==> config.mk <==
export PLATFORM = sky130hd
export DESIGN_NAME = partial_order_closure_matrix_top
export DESIGN_NICKNAME = d
export VERILOG_FILES = /design/src/pocm_pkg.sv /design/src/partial_order_closure_matrix_top.sv /design/src/pocm_ram.sv
export SDC_FILE = /design/constraint.sdc
export NUM_CORES = 2
export LEC_CHECK = 0
export BUFFER_PORTS_ARGS = -buffer_cell sky130_fd_sc_hd__clkbuf_2
export CAP_MARGIN = 10
export CORE_AREA = 2 2 406 408
export DETAILED_ROUTE_END_ITERATION = 7
export DIE_AREA = 0 0 408 410
export PLACE_DENSITY = 0.81
export SKIP_LAST_GASP = 1
export SYNTH_ARGS = -nofsm -noshare
export SYNTH_HDL_FRONTEND = slang
export SYNTH_SLANG_ARGS = --single-unit
export TNS_END_PERCENT = 20
==> constraint.sdc <==
create_clock -name clk -period 13 [get_ports clk]
set_input_delay 1.3 -clock clk [delete_from_list [all_inputs] [get_ports clk]]
set_output_delay 1.3 -clock clk [all_outputs]
set_load 0.02 [all_outputs]
==> src/pocm_pkg.sv <==
// Shared types, codes and defaults for the partial order closure matrix.
package pocm_pkg;

  localparam int MAX_NODES_DEF = 32;

  localparam int CMD_W   = 2;
  localparam int NODE_W  = 5;
  localparam int STAT_W  = 2;
  localparam int COUNT_W = 6;

  localparam logic [COUNT_W-1:0] NODE_COUNT_RST = 6'd32;

  localparam logic [CMD_W-1:0] CMD_INSERT = 2'd0;
  localparam logic [CMD_W-1:0] CMD_QUERY  = 2'd1;
  localparam logic [CMD_W-1:0] CMD_CLEAR  = 2'd2;
  localparam logic [CMD_W-1:0] CMD_NOP    = 2'd3;

  localparam logic [STAT_W-1:0] ST_DONE  = 2'd0;
  localparam logic [STAT_W-1:0] ST_EQUAL = 2'd1;
  localparam logic [STAT_W-1:0] ST_RANGE = 2'd2;

  typedef struct packed {
    logic [CMD_W-1:0]  command;
    logic [NODE_W-1:0] lesser_node;
    logic [NODE_W-1:0] greater_node;
  } pocm_in_t;

  typedef struct packed {
    logic [STAT_W-1:0] status;
    logic              related;
    logic              order_strict;
  } pocm_out_t;

endpackage

==> src/partial_order_closure_matrix_top.sv <==
// Top level of the partial order closure matrix: sequencer, row and column stores.
//
// Usage:
//  - Command channel: an item transfers at a rising edge with start high and
//    busy low. Commands are insert (lesser < greater), query, clear, and a
//    no-op code that only reports strictness.
//  - Result channel: out_valid strobes for exactly one cycle per item with
//    status, related and order_strict. The receiver cannot stall; the result
//    is gone after that cycle.
//  - Config: cfg_we writes node_count (n) from cfg_data; do it only while idle.
//  - The relation is held twice: a row store (bit j of row i: i below j) and
//    its transpose, a column store. Every pass walks rows 0..n-1 once through
//    a single read port on each store; the same row/column pair both merges
//    an insert and feeds the strictness check, so one pass does both.
//  - Timing: clear reports in the next cycle. Query, no-op and refused items
//    go straight to the row walk; an insert first passes S_SNAP_RD and
//    S_SNAP_CAP to fetch the snapshot row of greater and column of lesser.
//    busy stays high until the result is shown.
//  - Reset: clears the per-row valid flags, so both stores read as empty at
//    once; node_count returns to 32. Clear does the same to the flags.
module partial_order_closure_matrix_top #(
  parameter int MAX_NODES = pocm_pkg::MAX_NODES_DEF
) (
  input  logic                             clk,
  input  logic                             rst_n,
  input  logic                             start,
  output logic                             busy,
  input  pocm_pkg::pocm_in_t               in_item,
  output logic                             out_valid,
  output pocm_pkg::pocm_out_t              out_item,
  input  logic                             cfg_we,
  input  logic [pocm_pkg::COUNT_W-1:0]     cfg_data
);

  import pocm_pkg::*;

  localparam int AW = $clog2(MAX_NODES);
  localparam int CW = $clog2(MAX_NODES + 1);

  typedef enum logic [1:0] {
    S_IDLE,
    S_SNAP_RD,
    S_SNAP_CAP,
    S_PASS
  } state_t;

  state_t                 state_r, state_nxt;
  logic [COUNT_W-1:0]     node_count_r, node_count_nxt;
  logic [NODE_W-1:0]      lo_r, lo_nxt;
  logic [NODE_W-1:0]      hi_r, hi_nxt;
  logic [STAT_W-1:0]      status_r, status_nxt;
  logic                   do_ins_r, do_ins_nxt;
  logic                   do_query_r, do_query_nxt;
  logic [MAX_NODES-1:0]   above_r, above_nxt;
  logic [MAX_NODES-1:0]   below_r, below_nxt;
  logic [CW-1:0]          k_r, k_nxt;
  logic                   pend_r, pend_nxt;
  logic [AW-1:0]          pend_k_r, pend_k_nxt;
  logic                   strict_r, strict_nxt;
  logic                   related_r, related_nxt;
  logic [MAX_NODES-1:0]   valid_r, valid_nxt;
  logic                   out_valid_r, out_valid_nxt;
  pocm_out_t              out_r, out_nxt;

  logic [CW-1:0]          n_cnt;
  logic [MAX_NODES-1:0]   use_mask;
  logic                   accept;
  logic                   in_range;
  logic [AW-1:0]          lo_a, hi_a;
  logic                   rd_go;
  logic                   ram_re;
  logic [AW-1:0]          row_raddr, col_raddr;
  logic [MAX_NODES-1:0]   row_rdata, col_rdata;
  logic [MAX_NODES-1:0]   row_old, col_old, row_new, col_new;
  logic                   viol;
  logic                   ram_we;

  // Nodes in use: node_count clipped to the store size.
  assign n_cnt = (8'(node_count_r) > 8'(MAX_NODES)) ? CW'(MAX_NODES) : CW'(node_count_r);

  always_comb begin
    for (int j = 0; j < MAX_NODES; j++) begin
      use_mask[j] = (8'(j) < 8'(n_cnt));
    end
  end

  assign accept   = start && (state_r == S_IDLE);
  assign busy     = (state_r != S_IDLE);
  assign in_range = (8'(in_item.lesser_node) < 8'(n_cnt)) &&
                    (8'(in_item.greater_node) < 8'(n_cnt));

  assign lo_a = AW'(lo_r);
  assign hi_a = AW'(hi_r);

  // Pass issue: one row/column read per cycle while rows remain.
  assign rd_go     = (state_r == S_PASS) && (k_r < n_cnt);
  assign ram_re    = (state_r == S_SNAP_RD) || rd_go;
  assign row_raddr = (state_r == S_SNAP_RD) ? hi_a : k_r[AW-1:0];
  assign col_raddr = (state_r == S_SNAP_RD) ? lo_a : k_r[AW-1:0];

  // Rows never written since the last clear read as zero.
  assign row_old = valid_r[pend_k_r] ? row_rdata : '0;
  assign col_old = valid_r[pend_k_r] ? col_rdata : '0;

  // Merge: row k gains the snapshot above set if k is lesser or below it;
  // column k gains the below set if k is greater or above it.
  assign row_new = row_old | ((do_ins_r && below_r[pend_k_r]) ? above_r : '0);
  assign col_new = col_old | ((do_ins_r && above_r[pend_k_r]) ? below_r : '0);
  assign viol    = |(row_new & col_new & use_mask & ~(MAX_NODES'(1) << pend_k_r));
  assign ram_we  = (state_r == S_PASS) && pend_r && do_ins_r;

  pocm_ram #(
    .WIDTH (MAX_NODES),
    .DEPTH (MAX_NODES)
  ) u_row_ram (
    .clk   (clk),
    .we    (ram_we),
    .waddr (pend_k_r),
    .wdata (row_new),
    .re    (ram_re),
    .raddr (row_raddr),
    .rdata (row_rdata)
  );

  pocm_ram #(
    .WIDTH (MAX_NODES),
    .DEPTH (MAX_NODES)
  ) u_col_ram (
    .clk   (clk),
    .we    (ram_we),
    .waddr (pend_k_r),
    .wdata (col_new),
    .re    (ram_re),
    .raddr (col_raddr),
    .rdata (col_rdata)
  );

  always_comb begin
    state_nxt      = state_r;
    node_count_nxt = node_count_r;
    lo_nxt         = lo_r;
    hi_nxt         = hi_r;
    status_nxt     = status_r;
    do_ins_nxt     = do_ins_r;
    do_query_nxt   = do_query_r;
    above_nxt      = above_r;
    below_nxt      = below_r;
    k_nxt          = k_r;
    pend_nxt       = pend_r;
    pend_k_nxt     = pend_k_r;
    strict_nxt     = strict_r;
    related_nxt    = related_r;
    valid_nxt      = valid_r;
    out_valid_nxt  = 1'b0;
    out_nxt        = out_r;

    if (cfg_we) begin
      node_count_nxt = cfg_data;
    end

    case (state_r)
      S_IDLE: begin
        if (accept) begin
          lo_nxt       = in_item.lesser_node;
          hi_nxt       = in_item.greater_node;
          status_nxt   = ST_DONE;
          do_ins_nxt   = 1'b0;
          do_query_nxt = 1'b0;
          k_nxt        = '0;
          pend_nxt     = 1'b0;
          strict_nxt   = 1'b1;
          related_nxt  = 1'b0;
          case (in_item.command)
            CMD_INSERT: begin
              if (!in_range) begin
                status_nxt = ST_RANGE;
                state_nxt  = S_PASS;
              end else if (in_item.lesser_node == in_item.greater_node) begin
                status_nxt = ST_EQUAL;
                state_nxt  = S_PASS;
              end else begin
                do_ins_nxt = 1'b1;
                state_nxt  = S_SNAP_RD;
              end
            end
            CMD_QUERY: begin
              if (!in_range) begin
                status_nxt = ST_RANGE;
              end else begin
                do_query_nxt = 1'b1;
              end
              state_nxt = S_PASS;
            end
            CMD_CLEAR: begin
              // Empty relation is strict; report at once.
              valid_nxt     = '0;
              out_valid_nxt = 1'b1;
              out_nxt       = '{status: ST_DONE, related: 1'b0, order_strict: 1'b1};
            end
            CMD_NOP: begin
              state_nxt = S_PASS;
            end
            default: begin
              state_nxt = S_PASS;
            end
          endcase
        end
      end

      S_SNAP_RD: begin
        state_nxt = S_SNAP_CAP;
      end

      S_SNAP_CAP: begin
        above_nxt = ((valid_r[hi_a] ? row_rdata : '0) | (MAX_NODES'(1) << hi_a)) & use_mask;
        below_nxt = ((valid_r[lo_a] ? col_rdata : '0) | (MAX_NODES'(1) << lo_a)) & use_mask;
        state_nxt = S_PASS;
      end

      S_PASS: begin
        pend_nxt   = rd_go;
        pend_k_nxt = k_r[AW-1:0];
        if (rd_go) begin
          k_nxt = k_r + CW'(1);
        end
        if (pend_r) begin
          if (viol) begin
            strict_nxt = 1'b0;
          end
          if (do_query_r && (pend_k_r == lo_a)) begin
            related_nxt = row_old[hi_a];
          end
          if (do_ins_r) begin
            valid_nxt[pend_k_r] = 1'b1;
          end
        end
        if (!rd_go && !pend_r) begin
          out_valid_nxt = 1'b1;
          out_nxt       = '{status: status_r, related: related_r, order_strict: strict_r};
          state_nxt     = S_IDLE;
        end
      end

      default: begin
        state_nxt = S_IDLE;
      end
    endcase
  end

  always_ff @(posedge clk) begin
    if (!rst_n) begin
      state_r      <= S_IDLE;
      node_count_r <= NODE_COUNT_RST;
      valid_r      <= '0;
      out_valid_r  <= 1'b0;
      pend_r       <= 1'b0;
      k_r          <= '0;
      do_ins_r     <= 1'b0;
      do_query_r   <= 1'b0;
    end else begin
      state_r      <= state_nxt;
      node_count_r <= node_count_nxt;
      valid_r      <= valid_nxt;
      out_valid_r  <= out_valid_nxt;
      pend_r       <= pend_nxt;
      k_r          <= k_nxt;
      do_ins_r     <= do_ins_nxt;
      do_query_r   <= do_query_nxt;
    end
    lo_r      <= lo_nxt;
    hi_r      <= hi_nxt;
    status_r  <= status_nxt;
    above_r   <= above_nxt;
    below_r   <= below_nxt;
    pend_k_r  <= pend_k_nxt;
    strict_r  <= strict_nxt;
    related_r <= related_nxt;
    out_r     <= out_nxt;
  end

  assign out_valid = out_valid_r;
  assign out_item  = out_r;

  // A clear transfer reports done and strict in the next cycle.
  a_clear_result : assert property (@(posedge clk) disable iff (!rst_n)
    (start && !busy && in_item.command == CMD_CLEAR) |=>
      (out_valid && out_item.order_strict && out_item.status == ST_DONE))
    else $error("clear did not report a strict result");

  // A result is only shown once the sequencer is back to idle.
  a_result_idle : assert property (@(posedge clk) disable iff (!rst_n)
    out_valid |-> !busy)
    else $error("result strobe while busy");

  // The row walk never runs past the nodes in use.
  a_pass_bound : assert property (@(posedge clk) disable iff (!rst_n)
    (state_r == S_PASS) |-> (k_r <= n_cnt))
    else $error("row counter beyond node count");

  // The stores are only written by an accepted insert.
  a_write_insert : assert property (@(posedge clk) disable iff (!rst_n)
    ram_we |-> (do_ins_r && status_r == ST_DONE))
    else $error("store write outside an accepted insert");

endmodule

==> src/pocm_ram.sv <==
// Generic single write port, single read port RAM with registered read.
module pocm_ram #(
  parameter int WIDTH = 32,
  parameter int DEPTH = 32
) (
  input  logic                     clk,
  input  logic                     we,
  input  logic [$clog2(DEPTH)-1:0] waddr,
  input  logic [WIDTH-1:0]         wdata,
  input  logic                     re,
  input  logic [$clog2(DEPTH)-1:0] raddr,
  output logic [WIDTH-1:0]         rdata
);

  logic [WIDTH-1:0] mem_r [DEPTH];
  logic [WIDTH-1:0] rdata_r;

  always_ff @(posedge clk) begin
    if (we) begin
      mem_r[waddr] <= wdata;
    end
    if (re) begin
      rdata_r <= mem_r[raddr];
    end
  end

  assign rdata = rdata_r;

endmodule
==> results.py <==
metrics = {
    "sta": {
        "fin_tns_setup_ps": 0,
        "period_minus_slack_ps": 5430,
        "worst_slack_ps": 7570,
        "worst_slew_pin_slew_ps": 1320,
        "fin_skew_ps": 47.4,
        "fmax_mhz": 184,
        "slew_viol_final": 0,
        "finalSetupViolations": 0,
        "slew_headroom_pct": 12.2,
        "rsz0062_at_grt": "false",
        "timing_hold_violations_final": 0,
        "min_period_over_period_pct": 41.8,
    },
    "cts": {
        "cts_hold_buffers": 0,
        "h-tree-depth": 4,
        "path_clk_slew_ps": 70,
        "cts_inserted_buffers": 210,
        "clk_path_buf_depth": 3,
        "cts_tree": "done",
        "cts_root_buf": "clkbuf_16",
        "clock_sinks": 2249,
        "cts_setup_buffers": 0,
        "postCtsResizedCells": 0,
        "insertion_delay_ps": 880,
    },
    "final_layout": {
        "regArea_um2": 67000,
        "drive_gt1_share_pct": 21.9,
        "fillers": 10900,
        "layout_common_cells": "2199 x edfxtp_1, 606 x nand2_1, 557 x mux4_2",
        "areaGrowthSynthToFinish_pct": 11.7,
        "instances_no_fill": 7240,
        "nets": 4912,
        "multi_input_area_um2": 21300,
        "layout_commonest_cell": "edfxtp_1",
    },
    "setup_path": {
        "cp_num_buf_inv": 1,
        "cp-end-kind": "flip-flop",
        "cp_top_family": "simple AND/OR/NAND/NOR gates",
        "required_ps": 13550,
        "startpoint_type": "flip-flop",
        "critical_path_class": "reg -> reg",
        "arrival_ps": 5980,
        "cp_max_fo": 33,
        "path_cells": "nand2_1 > o211ai_1 > or3_1 > buf_4 > and2_1 > a22o_1 > nand3_1 > and4_1 > a31oi_1",
        "cpMaxStageDelayCell": "edfxtp_1",
        "slowest_delay_ps": 1110,
    },
    "power": {
        "p_sw_share_pct": 29.0,
        "seqPwrFrac_pct": 46.3,
        "internal-power_mw": 13.6,
        "power_density_nw_per_um2": 192,
        "switching_power_mw": 5.56,
        "comb_power_share_pct": 20.9,
        "clkPwrFrac_pct": 32.8,
        "p_leak_nw": 33.0,
        "ir_worst_vdd_uv": 143,
        "total_power_mw": 19.2,
    },
    "drt": {
        "vias_per_cell": 7.01,
        "drt_drc_violations_left": 0,
        "drt_iter0_markers": 8989,
        "vias": 50700,
        "finalWirelength_um": 256000,
        "drt-pass1-iter-count": 8,
        "wire_per_inst_um": 35.4,
        "antenna_left": 0,
    },
    "floorplanning": {
        "rows": 149,
        "ioPinCount": 28,
        "die_x_um": 408,
        "initial_core_util_pct": 54.6,
        "fp.dieH_um": 410,
        "die-area_um2": 167000,
        "coreArea_um2": 163000,
    },
    "synthesis": {
        "synth-main-ff-cell": "edfxtp_1",
        "post_synth.cell_area_avg_um2": 18.7,
        "netlist_instances": 4780,
        "ys_ff_latch": 2249,
        "async_flop_share_pct": 0,
        "synth_edf_count": 2199,
        "syn_area_um2": 89300,
        "synth_fp_nets": 4821,
        "ys_types": 59,
        "synth_warnings": 0,
        "synth_seq_area_share_pct": 75.1,
    },
    "placement": {
        "place_congestion": 1.02,
        "io_buffers": 27,
        "placedCellCount": 6836,
        "hpwl_um": 128000,
        "pre_cts_slack_ps": 7800,
    },
    "status": {
        "outcome": "completed",
    },
    "global_route": {
        "grt_pass1_wl_um": 361000,
        "grt_pass1_vias": 50000,
        "grt_antenna_before_repair": 5,
        "grt_overflow_total": 0,
        "track_usage_pct": 30.4,
        "grt_max_degree": 151,
    },
    "hold_path": {
        "hp-class": "reg -> reg",
    },
    "flow_run": {
        "maxCapViolCount": 0,
    },
}
worst register-to-register path: stages, from the launching register on:
cell,delay (ps)
edfxtp_1,1110
nand2_1,920
o211ai_1,460
or3_1,170
buf_4,340
and2_1,320
a22o_1,1000
nand3_1,280
and4_1,250
a31oi_1,260
worst paths after layout:
path | start | end | slack [ps] | depth (start not counted)
setup / recovery | pend_k_r[4]$_DFFE_PP_ | strict_r$_DFFE_PP_ | 7570 | 9
hold / removal | do_ins_r$_SDFFE_PN0P_ | do_ins_r$_SDFFE_PN0P_ | 490 | 2
setup reg to reg | pend_k_r[4]$_DFFE_PP_ | strict_r$_DFFE_PP_ | 7570 | 9
hold reg to reg | do_ins_r$_SDFFE_PN0P_ | do_ins_r$_SDFFE_PN0P_ | 490 | 2
sequential cells by signal (all words and copies together), names as in the netlist, 5 cells and up:
signal,count
lo_a,5
above_r,32
u_col_ram.rdata,32
u_col_ram.mem_r,1024
k_r,6
below_r,32
pend_k_r,5
valid_r,32
u_row_ram.rdata,32
node_count_r,6
u_row_ram.mem_r,1024
hi_a,5
cell usage after synthesis, types with 3 or more instances:
master    instances  area (um^2)
edfxtp_1       2199        66000
nand2_1         606         2270
mux4_2          557        12500
nand3_1         344         1720
clkbuf_1        212          796
nor2_1          171          642
o21ai_0          74          370
a22oi_1          70          526
a21oi_1          69          345
dfxtp_1          50         1000
buf_1            40          150
nor3_1           38          190
a22o_1           37          324
buf_2            33          165
inv_1            25         93.8
a31oi_1          22          138
nor2b_1          20          125
ha_1             19          238
a21o_1           18          135
a32o_1           14          140
mux2i_1          14          140
a32oi_1          13          114
and2_1           11         68.8
and3_1           11         68.8
nand2b_1          9         56.3
mux2_2            8         90.1
and3b_1           7         61.3
nor3b_1           7         52.6
xnor2_1           7         61.3
xor2_1            7         61.3
a211oi_1          6         45.0
or2_2             6         37.5
buf_6             5         56.3
nand3b_1          5         37.5
nor4_1            5         31.3
nand4_1           4         25.0
a221oi_1          3         26.3
o211ai_1          3         22.5
or3_1             3         18.8
stage by stage:
stage	utilization, %	hold slack, ps	instance area, um^2
floorplan	-	432	89300
global placement	56.5	450	92400
detailed placement	56.5	469	92400
CTS	60.8	484	99400
global route	61.0	498	99700
finish	61.0	486	99700
metal layers:
metal / wire (um) / vias to the layer above / track usage [%] / part of all wire [%]
met1: 86900 / 25800 / 40.2 / 34
met3: 34800 / 931 / 7.90 / 14
met4: 15300 / 4 / 16.4 / 6.0
met5: 14 / - / 0 / 0.0055
met2: 119000 / 4551 / 46.8 / 47
li1: - / 19400 / - / -
layout make-up:
type	instances	share of cell area, %
Multi-Input combinational cell	2214	21.4
Sequential cell	2249	67.2
Timing Repair Buffer	171	1.50
Tap cell	2189	2.75
Inverter	25	0.0941
Clock buffer	268	5.58
Antenna cell	1	0.00251
Clock inverter	123	1.46
power groups by stage:
| stage | Clock [mW] | Sequential, mW | Combinational [mW] |
|---|---|---|---|
| detailed placement | 0 | 9.00 | 3.85 |
| global route | 6.58 | 8.87 | 4.27 |
| finish | 6.29 | 8.87 | 4.01 |
| floorplan | 0 | 8.83 | 2.72 |
| CTS | 6.31 | 8.86 | 3.92 |
| global placement | 0 | 9.01 | 3.78 |
logic make-up after synthesis:
logic type,after synthesis,synth area share [%]
flops,2249,75.1
compound gates,344,2.59
xor+xnor,14,0.137
buf+inv,317,1.43
mux,581,14.3
fa+ha+maj,19,0.266
simple gates,1256,6.15
No activity file was read; power rests on OpenSTA's default activity.
